### config.mk
export PLATFORM = sky130hd
export DESIGN_NAME = vnorm_sq
export DESIGN_NICKNAME = d
export VERILOG_FILES = /design/src/sv/vnorm_pkg.sv /design/src/sv/vnorm_sq.sv
export SDC_FILE = /design/constraint.sdc
export NUM_CORES = 2
export LEC_CHECK = 0
export ABC_AREA = 1
export BUFFER_PORTS_ARGS = -buffer_cell sky130_fd_sc_hd__clkbuf_2
export CAP_MARGIN = 20
export CORE_MARGIN = 4
export CORE_UTILIZATION = 30
export DETAILED_ROUTE_END_ITERATION = 16
export PLACE_DENSITY_LB_ADDON = 0.25
export SLEW_MARGIN = 20
export SYNTH_ARGS = -nofsm -noshare
export SYNTH_HDL_FRONTEND = slang
export SYNTH_SLANG_ARGS = --single-unit
### constraint.sdc
create_clock -name clk -period 20.3 [get_ports clk]
set_clock_uncertainty 0.15 [all_clocks]
set_input_delay 4.06 -clock clk [delete_from_list [all_inputs] [get_ports clk]]
set_output_delay 4.06 -clock clk [all_outputs]
set_load 0.02 [all_outputs]
### src/sv/vnorm_pkg.sv
// ----------------------------------------------------------------------------
// vnorm_pkg
// Shared sizes and side-band type for the 3D vector normaliser.
// ----------------------------------------------------------------------------
package vnorm_pkg;

  localparam int COMP_WIDTH = 32;
  localparam int FRAC_BITS  = 16;
  localparam int LANES      = 3;
  localparam int SUM_W      = 2 * COMP_WIDTH;
  localparam int ROOT_W     = COMP_WIDTH;
  localparam int QUO_W      = FRAC_BITS + 1;
  localparam int NUM_W      = COMP_WIDTH + FRAC_BITS;

  typedef struct packed {
    logic [LANES-1:0][COMP_WIDTH-1:0] mag;
    logic [LANES-1:0]                 neg;
    logic                             zero;
  } side_t;

endpackage

### src/sv/vnorm_sq.sv
// ----------------------------------------------------------------------------
// vnorm_sq
// Per-component lane: magnitude, sign and square, registered.
// ----------------------------------------------------------------------------
module vnorm_sq (
  input  logic                                    clk,
  input  logic                                    en,
  input  logic signed [vnorm_pkg::COMP_WIDTH-1:0] comp,
  output logic [vnorm_pkg::COMP_WIDTH-1:0]        mag,
  output logic                                    neg,
  output logic [vnorm_pkg::SUM_W-1:0]             sq
);
  logic [vnorm_pkg::COMP_WIDTH-1:0] mag_next;

  assign mag_next = comp[vnorm_pkg::COMP_WIDTH-1] ? (~comp + 1'b1) : comp;

  always_ff @(posedge clk) begin
    if (en) begin
      mag <= mag_next;
      neg <= comp[vnorm_pkg::COMP_WIDTH-1];
      sq  <= vnorm_pkg::SUM_W'(mag_next) * vnorm_pkg::SUM_W'(mag_next);
    end
  end
endmodule

### After elaboration in Yosys (flattened, before gate mapping)

Index checks and enable logic that the tools add are counted.

| operators by class | value |
|---|---|
| multiply operators | 1 |
| bitwise gates (word level) | 1 |
| add/sub/neg operators | 1 |
| multiplexer cells | 1 |

Operators by type and width:

| cell | count |
|---|---|
| multiplier 32 x 32 -> 64 bit | 1 |
| adder 32 x 1 -> 32 bit (second input constant) | 1 |
| two-way mux 32 bit | 1 |
| NOT 32 bit | 1 |

| storage, ports and cells | value |
|---|---|
| input bits | 34 |
| register bits | 97 |

### Longest topological paths before layout

| depth | value |
|---|---|
| depth after elaboration | 4 |
| gate-level depth with buffers | 43 |

### Worst setup path before layout

No wires, ideal clock.

| path | value |
|---|---|
| path type | input-to-reg |
| start | input port comp[0] (netlist name) |
| end | register sq[48] (netlist name) (data pin) |
| arrival time | 11.235 ns |
| buffers on the path | 2 |
| data required time | 19.897 ns |
| stages on the path | 33 |
| setup slack | 8.663 ns |
| path through | inv_2 clkbuf_1 ha_1 nand2_1 nor2_1 nand2_1 nor2_1 nand3_1 nand2_2 nand2_4 xor2_4 buf_4 nand2_1 fa_1 inv_1 fa_1 fa_1 inv_1 fa_1 inv_1 fa_1 fa_1 fa_1 inv_1 fa_1 inv_1 ha_1 nand2_1 nor3_1 nand3_1 or2_2 nand4_1 nand2_1 |

| between the ends | value |
|---|---|
| cells in the longest elaborated chain, start to end | 4 |

RTL lines:

| element | RTL line | source |
|---|---|---|
| start, declared | vnorm_sq.sv:8 | `input logic signed [vnorm_pkg::COMP_WIDTH-1:0] comp,` |
| NOT 32 bit | vnorm_sq.sv:15 | `assign mag_next = comp[vnorm_pkg::COMP_WIDTH-1] ? (~comp + 1'b1) : comp;` |
| adder 32 x 1 -> 32 bit | vnorm_sq.sv:15 |  |
| two-way mux 32 bit | vnorm_sq.sv:15 |  |
| net mag_next (one bit) | vnorm_sq.sv:13 | `logic [vnorm_pkg::COMP_WIDTH-1:0] mag_next;` |
| multiplier 32 x 32 -> 64 bit | vnorm_sq.sv:21 | `sq <= vnorm_pkg::SUM_W'(mag_next) * vnorm_pkg::SUM_W'(mag_next);` |
| end signal, assigned | vnorm_sq.sv:21 |  |
| end, declared | vnorm_sq.sv:11 | `output logic [vnorm_pkg::SUM_W-1:0] sq` |

The timed path passes the listed nets, and every way through them passes these cells.
A chain may end at the register's enable or synchronous reset.

### Worst setup path after layout

| path | value |
|---|---|
| start | input port comp[0] (netlist name) |
| end | register sq[62] (netlist name) (data pin) |

| between the ends | value |
|---|---|
| cells in the longest elaborated chain, start to end | 4 |

RTL lines:

| element | RTL line |
|---|---|
| NOT 32 bit | vnorm_sq.sv:15 |
| adder 32 x 1 -> 32 bit | vnorm_sq.sv:15 |
| two-way mux 32 bit (*) | vnorm_sq.sv:15 |
| multiplier 32 x 32 -> 64 bit (*) | vnorm_sq.sv:21 |

Mark *: on every way between the ends. The rest lies on a longest branch, timed or not.

==> impl_metrics.yaml <==
outcome:
  status: "finished clean"
global_routing:
  grt_max_degree: 71
  first_global_vias: 27800
  grt_pass1_wl_um: 174000
  antenna_found_initial: 4
  grt_usage_pct: 19.3
  grt_overflow: 0
logic_synthesis:
  synthDominantCellAreaShare_pct: 46.1
  netlist_instances: 4148
  yosysUniqueCellTypes: 42
  ys.warnings.count: 0
  avgSynthCellArea_sq_um: 8.32
  synth_top_area_cell: "fa_1"
  mappedNetlistArea_sq_um: 34500
  synth.ff_latch_count: 95
  synth-seq-area-share_pct: 8.27
  ys_top_cells_by_area: "fa_1 (46%), inv_1 (14%), ha_1 (10%)"
cells_and_area:
  fill_cells: 12300
  finalInstanceArea_sq_um: 37300
  nets: 5379
  areaGrowthSynthToFinish_pct: 8.16
  drive_gt1_share_pct: 5.62
worst_setup_path:
  cp_max_fo: 23
  cp_slowest_stage_delay_ns: 0.89
  critPathLaunchType: "input port"
  arrival_ns: 13.62
  path_class: "input port to flop"
  end_kind: "flop"
  critical_path.slowest_cell: "inv_1"
  crit_required_ns: 20.31
clock_tree:
  htreeDepth: 3
  cts_tree: "yes"
  cts_hold_buf: 0
  ctsRootBufferMaster: "clkbuf_16"
  postCtsResizedCells: 0
  clkTransAtPathRegs_ns: 0.09
  numCtsBuffers: 9
  cts.sinks: 95
  clk_path_buf_depth: 2
  postCtsSetupRepairBufs: 0
die:
  die_h_um: 347
  fp-row-count: 124
  start_util_pct: 30.2
  core_sq_um: 114000
  fp.dieW_um: 347
  io_pins: 131
  die-area_sq_um: 120000
min_path:
  hold_end: "mag[27]"
  worstHoldStart: "comp[27]"
  whs_path_depth: 3
  hold_class: "input port to flop"
sta:
  layout_min_cycle_time_ns: 13.61
  tightest_slew_ns: 1.07
  setup_viol: 0
  fin_crit_sh_pct: 67.0
  relSlewSlack_pct: 28.5
  final.setup.tns_ns: 0
  rsz0062_at_grt: "false"
  final-hold-violation-count: 0
  final-max-slew-violation-count: 0
  fmax_ghz: 0.0735
drt:
  drcViolationCount: 0
  via_per_inst: 4.54
  dr_total_vias: 26300
  firstDrtPassIters: 6
  drt_iter0_markers: 1558
  wl_per_cell_um: 19.9
  drt_wl_total_um: 115000
  ant_nets: 0
placed_design:
  io_buffer_count: 129
  dpl.hpwl_um: 96200
  postPlaceCellArea_sq_um: 37000
  place_congestion: 0.925
job:
  maxCapViolations: 0
worst max-delay path by stage:
stage | start | endpoint | slack (ns)
4_1_cts | comp[0] | sq[62] | 6.75
6_report | comp[0] | sq[62] | 6.69
3_3_place_gp | comp[0] | sq[62] | 6.27
3_5_place_dp | comp[0] | sq[62] | 6.35
2_1_floorplan | comp[0] | sq[48] | 8.66
5_1_grt | comp[0] | sq[62] | 6.18
state kept, by name, indices dropped and copies added (netlist names):
name	flops
sq	62
mag	32
neg	1
placed cells by master (no fill, tap or decap), types with 3 or more instances in the layout:
cell type,count
inv_1,1332
nand2_1,822
fa_1,795
nor2_1,353
ha_1,281
clkbuf_2,128
edfxtp_1,95
nand3_1,93
a21oi_1,68
o21ai_0,46
xor2_1,42
buf_4,39
conb_1,27
nand4_1,22
inv_2,15
nor3_1,14
o21bai_1,13
nand2_2,11
nor2_2,9
nand3b_1,9
clkbuf_16,9
xnor2_1,7
a21o_1,7
or2_2,4
clkinv_8,4
o21ai_2,3
clkinv_1,3
a31o_2,3
synthesized netlist by cell type (all sizes together):
master,count
buf,65
nand3,93
or3,1
edfxtp,95
clkinv,3
or2,5
nand3b,9
a21oi,69
ha,281
and2,1
xor2,46
nor3,16
a21o,7
nor2,364
inv,1348
o21bai,13
fa,795
conb,2
xnor2,8
o21ai,51
nand4,22
clkbuf,17
nand2,834
a31o,3
layer usage:
layer | global-route usage [%] | wire length (um) | up-vias
li1 | - | - | 12000
met3 | 3.77 | 7620 | 147
met1 | 25.4 | 48400 | 13300
met4 | 5.61 | 3530 | 2
met5 | 0 | 13 | -
met2 | 32.4 | 55900 | 825
cell families after synthesis:
group	Yosys count	share of synthesized area [%]
compound gates	143	2.30
xor+xnor	54	1.58
fa+ha+maj	1076	56.3
buf+inv	1433	15.9
flops	95	8.27
other cells	2	0.0218
simple gates	1345	15.6
per-stage QoR:
stage / util, % / worst slack [ns] / std cells / hold slack, ns
after CTS: 32.7 / 6.75 / 5786 / 3.88
after global placement: 32.4 / 6.27 / 5770 / 4.31
final: 32.7 / 6.69 / 5788 / 3.90
after detailed placement: 32.4 / 6.35 / 5770 / 4.32
after global routing: 32.7 / 6.18 / 5786 / 3.93
after floorplan: - / 8.66 / 4173 / 4.01
cell type report:
class	count	area (sq um)	area share, %
timing repair buffer	167	933	2.50
antenna	2	5.00	0.0134
clock inverter	7	93.8	0.251
tap	1512	1890	5.07
sequential	95	2850	7.64
inverter	1351	5070	13.6
multi-input combinational	2645	26200	70.3
clock buffer	9	225	0.604
critical path: cells and delay by family:
kind,cells,cell delay [ns]
adders and majority gates,10,4.69
buffers and inverters,11,2.10
and+or+nand+nor,14,2.55
AOI/OAI and AO/OA,1,0.18
Power is not shown: default switching activity piles up to over one toggle a cycle in this logic, so the estimate is an artifact.
