===== src/sv/vnorm_pkg.sv =====
// ----------------------------------------------------------------------------
// vnorm_pkg
// Shared sizes and side-band type for the 3D vector normaliser.
// ----------------------------------------------------------------------------
package vnorm_pkg;

  localparam int COMP_WIDTH = 32;
  localparam int FRAC_BITS  = 16;
  localparam int LANES      = 3;
  localparam int SUM_W      = 2 * COMP_WIDTH;
  localparam int ROOT_W     = COMP_WIDTH;
  localparam int QUO_W      = FRAC_BITS + 1;
  localparam int NUM_W      = COMP_WIDTH + FRAC_BITS;

  typedef struct packed {
    logic [LANES-1:0][COMP_WIDTH-1:0] mag;
    logic [LANES-1:0]                 neg;
    logic                             zero;
  } side_t;

endpackage


===== src/sv/vnorm_div.sv =====
// ----------------------------------------------------------------------------
// vnorm_div
// Pipelined restoring divider, one quotient bit per stage: (mag << F) / len.
// ----------------------------------------------------------------------------
module vnorm_div (
  input  logic                              clk,
  input  logic                              en,
  input  logic [vnorm_pkg::COMP_WIDTH-1:0]  mag,
  input  logic [vnorm_pkg::ROOT_W-1:0]      len,
  output logic [vnorm_pkg::QUO_W-1:0]       quo
);
  localparam int Stages = vnorm_pkg::QUO_W;
  localparam int DW     = vnorm_pkg::ROOT_W + vnorm_pkg::FRAC_BITS + 1;

  logic [DW-1:0]                rem_r [Stages];
  logic [vnorm_pkg::QUO_W-1:0]  quo_r [Stages];
  logic [vnorm_pkg::ROOT_W-1:0] len_r [Stages];

  for (genvar k = 0; k < Stages; k++) begin : g_stage
    localparam int B = Stages - 1 - k;
    logic [DW-1:0]                rem_i;
    logic [vnorm_pkg::QUO_W-1:0]  quo_i;
    logic [vnorm_pkg::ROOT_W-1:0] len_i;
    logic [DW-1:0]                trial;

    if (k == 0) begin : g_first
      assign rem_i = DW'(mag) << vnorm_pkg::FRAC_BITS;
      assign quo_i = '0;
      assign len_i = len;
    end else begin : g_next
      assign rem_i = rem_r[k-1];
      assign quo_i = quo_r[k-1];
      assign len_i = len_r[k-1];
    end

    assign trial = DW'(len_i) << B;

    always_ff @(posedge clk) begin
      if (en) begin
        len_r[k] <= len_i;
        if (rem_i >= trial) begin
          rem_r[k] <= rem_i - trial;
          quo_r[k] <= quo_i | (vnorm_pkg::QUO_W'(1) << B);
        end else begin
          rem_r[k] <= rem_i;
          quo_r[k] <= quo_i;
        end
      end
    end
  end

  assign quo = quo_r[Stages-1];
endmodule


===== config.mk =====
export PLATFORM = sky130hd
export DESIGN_NAME = vnorm_div
export DESIGN_NICKNAME = d
export VERILOG_FILES = /design/src/sv/vnorm_pkg.sv /design/src/sv/vnorm_div.sv
export SDC_FILE = /design/constraint.sdc
export NUM_CORES = 2
export LEC_CHECK = 0
export BUFFER_PORTS_ARGS = -buffer_cell sky130_fd_sc_hd__buf_2
export CORE_MARGIN = 10
export CORE_UTILIZATION = 60
export DETAILED_ROUTE_END_ITERATION = 10
export HOLD_SLACK_MARGIN = 0.15
export PLACE_DENSITY = 0.85
export REMOVE_ABC_BUFFERS = 1
export SKIP_LAST_GASP = 1
export SYNTH_ARGS = -nofsm -noshare
export SYNTH_HDL_FRONTEND = slang
export SYNTH_SLANG_ARGS = --single-unit

===== constraint.sdc =====
create_clock -name clk -period 7.2 [get_ports clk]
set_clock_uncertainty 0.05 [all_clocks]
set_input_delay 0.36 -clock clk [delete_from_list [all_inputs] [get_ports clk]]
set_output_delay 0.36 -clock clk [all_outputs]
set_load 0.005 [all_outputs]

==> Word-level counts from Yosys, hierarchy flattened <==
Memory sizes are Yosys's and may differ from the RTL's.
Cells that the tools add are included.
{ "op_classes": {"n_addsub": 17, "multipliers": 0, "div": 0, "magnitude_cmp": 17, "n_eq_ne": 0, "n_shift": 0, "n_mux": 138, "bitwise_logic": 34, "reduce_logical": 0} }
{ "ops": {"columns": ["op", "count"], "rows": [
  ["$mux W49", 17],
  ["$mux W17", 17],
  ["$mux W1", 104],
  ["$ge A49 B32 Y1", 1],
  ["$ge A49 B33 Y1", 1],
  ["$ge A49 B34 Y1", 1],
  ["$ge A49 B35 Y1", 1],
  ["$ge A49 B36 Y1", 1],
  ["$ge A49 B37 Y1", 1],
  ["$ge A49 B38 Y1", 1],
  ["$ge A49 B39 Y1", 1],
  ["$ge A49 B40 Y1", 1],
  ["$ge A49 B41 Y1", 1],
  ["$ge A49 B42 Y1", 1],
  ["$ge A49 B43 Y1", 1],
  ["$ge A49 B44 Y1", 1],
  ["$ge A49 B45 Y1", 1],
  ["$ge A49 B46 Y1", 1],
  ["$ge A49 B47 Y1", 1],
  ["$sub A48 B48 Y49", 1],
  ["$sub A49 B32 Y49", 1],
  ["$sub A49 B33 Y49", 1],
  ["$sub A49 B34 Y49", 1],
  ["$sub A49 B35 Y49", 1],
  ["14 further kinds", 47]
]} }
{ "word_totals": {"reg_bits": 0, "latchBits": 0, "ram_bits": 1666, "rom_bits": 0, "mem_count": 3} }
{ "memory_table": {"columns": ["name", "depth", "width", "read_ports", "rd_clocked_by_memory_dff", "write_ports", "line", "rtl"], "rows": [
  ["rem_r", 17, 49, 16, 0, 17, "vnorm_div.sv:15", "logic [DW-1:0] rem_r [Stages];"],
  ["len_r", 17, 32, 16, 0, 17, "vnorm_div.sv:17", "logic [vnorm_pkg::ROOT_W-1:0] len_r [Stages];"],
  ["quo_r", 17, 17, 17, 0, 17, "vnorm_div.sv:16", "logic [vnorm_pkg::QUO_W-1:0] quo_r [Stages];"]
]} }

==> Logic depth before layout (Yosys ltp) <==
An unclocked memory read counts as a cell.
{ "depth": {"word_depth": 6, "ltp_mapped": 15, "depth_no_buf": 13} }

==> Worst setup path after synthesis <==
No wires, ideal clock.
{ "synth_path": {"path_kind": "register to register", "startpoint": "mem rem_r[10][6] (netlist bit)", "endpoint": "mem rem_r[11][37] (netlist bit) (data pin)", "arrival_ns": 3.320, "path_slack_ns": 3.564, "path_stages_with_launch": 12, "n_path_buf": 1, "cell_sequence": "edfxtp_1 -> fa_1 -> a21o_1 -> a21oi_1 -> o21ai_1 -> a221oi_2 -> o31ai_1 -> a311oi_1 -> o21ai_1 -> a21oi_2 -> clkbuf_1 -> nor2_1"} }
{ "synth_rtl": {"columns": ["item", "line"], "rows": [
  ["from (decl)", "vnorm_div.sv:15"]
]} }

==> out/metrics.cfg <==
[status]
status=complete, no violations

[synthesis]
synth_edf_count=1313
ys_seq_elements=1313
ys_seq_area_share_pct=50.6
synthCells=7440
dominantRegCellSynth=edfxtp_1
ys_warn_count=0
synth_cell_types=94
syn-cell-area_um2=78000
synth.avg_cell_area_um2=10.5
synth-async-reset-ratio_pct=0

[layout]
areaGrowthSynthToFinish_pct=9.73
nets=8181
finalInstanceArea_um2=85600
nFillCells=9538
drive_above_1_share_pct=6.24

[timing]
finalCritPeriodShare_pct=81.0
fmax_mhz=171
rsz0062_at_grt=false
fin_ws_ns=1.37
tns_ns=0
tightest_slew_ns=1.22
report.final.slew_viol_count=0
min_period_ns=5.83
hold_viol=0
relSlewSlack_pct=18.3
setup_viol=0

[clocking]
htree_levels=4
clk_latency_ns=0.79
cts_resized=0
cts_setup_buffers=0
cts_buffer_depth=3
cts-root-buf=clkbuf_16
cts.sinks=1313
cts_tree=built
cts_buffers=145
ctsHoldBuffers=66
clk_pin_slew_worst_paths_ns=0.06

[placement]
portBuffers=82
gp_congestion=0.975
pre_cts_slack_ns=1.42
hpwl_um=139000
dpl_cell_area_um2=80200

[route]
wl_um=185000
drt-initial-drc-count=3536
first_pass_iters=6
vias=56359
ant_nets=0
wl_per_cell_um=19.6
drc=0
viasPerCell=5.98

[flow_run]
maxCapViolCount=0

[power_and_ir_drop]
p_per_area_nw_per_um2=400
p_leak_nw=34.2
irDropWorstVdd_mv=0.259

[global_routing]
grt.total_usage_pct=24.9
grt_max_degree=208
antenna_found_initial=0
grt_overflow=0
grt_pass1_vias=58001
grt_pass1_wl_um=292000

[worst_setup_path]
cp_max_fo=41
cp.arrival_ns=6.30
worstPathRequired_ns=7.67
crit_type=reg2reg
cp-end-kind=flop
startpoint_type=flop

[die]
fp.dieArea_um2=145000
core-area_um2=129000
start_util_pct=60.3
rows=132
dieHeight_um=381
ios=83
fp.dieW_um=381

[worst_hold_path]
min_path_type=in2reg

==> Yosys cell counts (65+ instances only) <==
master | count | area share (%)
edfxtp_1 | 1313 | 51
nand2_1 | 702 | 3.4
inv_1 | 674 | 3.2
o21ai_0 | 558 | 3.6
a21oi_1 | 555 | 3.6
ha_1 | 543 | 8.7
nor2_1 | 421 | 2.0
a21o_1 | 314 | 3.0
xor2_1 | 281 | 3.2
xnor2_1 | 279 | 3.1
clkbuf_1 | 201 | 0.97
nand3_1 | 136 | 0.87
nor3_1 | 126 | 0.81
nand4_1 | 99 | 0.79
nor2b_1 | 81 | 0.65
nand2b_1 | 79 | 0.63
o21a_1 | 75 | 0.72
mux2_2 | 74 | 1.1
o21bai_1 | 65 | 0.63
==> power by group <==
part | leakage [nW] | internal, mW | total, mW | switching (mW)
clock network | 2.29 | 4.24 | 7.33 | 3.09
registers | 12.7 | 11.2 | 12.3 | 1.13
logic | 19.3 | 6.05 | 14.6 | 8.60
total | 34.2 | 21.4 | 34.3 | 12.8
==> layout by cell type (no fill, tap or decap), types with 53 or more instances in the layout <==
cell type / count
mux2_2: 74
dlygate4sd3_1: 66
edfxtp_1: 1313
a21oi_1: 553
xnor2_1: 279
ha_1: 543
a211oi_1: 56
nor3_1: 126
inv_1: 674
nand4_1: 99
o21a_1: 75
o21ai_0: 558
xor2_1: 281
a21o_1: 313
o21bai_1: 65
nand3_1: 136
nor4_1: 63
a31oi_1: 53
buf_2: 81
nand2_1: 702
clkbuf_16: 148
nor2b_1: 80
and3_1: 62
nand2b_1: 79
nor2_1: 421
==> layout make-up <==
| class | instances | area, µm² | share of cell area [%] |
|---|---|---|---|
| inverters | 677 | 2540 | 2.97 |
| repair buffers | 192 | 1440 | 1.68 |
| clock buffers | 180 | 3820 | 4.47 |
| diodes | 3 | 7.51 | 0.00877 |
| flip-flops and latches | 1313 | 39400 | 46.1 |
| multi-input cells | 5227 | 35300 | 41.2 |
| clock inverters | 85 | 892 | 1.04 |
| well taps | 1742 | 2180 | 2.55 |
==> worst max-delay path: stages (launching register included) <==
cell and delay [ns]:
edfxtp_1 0.42, ha_1 0.42, nand2_1 0.13, nor3_1 0.97
o221ai_1 0.42, a31oi_1 0.39, o21ai_1 0.22, a21bo_2 0.29
a2111oi_1 0.80, nor2_1 0.11, buf_4 0.27, inv_2 0.62
nand4b_1 0.21, xnor2_1 0.19
==> flip-flops by register name, summed over array words and instances (netlist names) <==
| register | flops |
|---|---|
| quo_r | 153 |
| rem_r | 648 |
| len_r | 512 |
==> worst paths after layout <==
kind,startpoint,end,slack (ns),cells after the start
hold / removal,len[7],len_r[0][7],0.26,2
setup / recovery,rem_r[13][10],rem_r[14][40],1.37,13
setup reg to reg,rem_r[13][10],rem_r[14][40],1.37,13
hold reg to reg,quo_r[8][13],quo_r[9][13],0.36,0
==> cell families (layout without fill, tap and decap cells) <==
| kind of cell | after synthesis | after routing | synth area share (%) |
|---|---|---|---|
| buffers and inverters | 900 | 1134 | 4.35 |
| XOR/XNOR | 560 | 560 | 6.29 |
| multiplexers | 87 | 87 | 1.25 |
| flip-flops | 1313 | 1313 | 50.6 |
| AO/OA/AOI/OAI | 2048 | 2048 | 16.4 |
| other | 0 | 3 | 0 |
| AND/OR/NAND/NOR | 1973 | 1973 | 12.1 |
| adder cells (fa/ha/maj) | 559 | 559 | 9.12 |
==> per-stage QoR <==
step,instances,total power [mW],utilization (%),hold slack (ns)
finish,9419,34.3,66.2,0.261
global route,9416,36.4,66.2,0.240
CTS,9416,34.2,66.2,0.193
detailed placement,9085,26.7,62.0,0.355
global placement,9085,26.3,62.0,0.351
floorplan,7217,22.9,-,0.350
==> layer usage <==
layer | wire length, µm | track usage (%)
met3 | 6410 | 3.14
met4 | 14800 | 18.2
met5 | 0 | 0
met1 | 60900 | 22.1
met2 | 103000 | 50.0
Note: power is estimated with default switching activity, not from simulation.
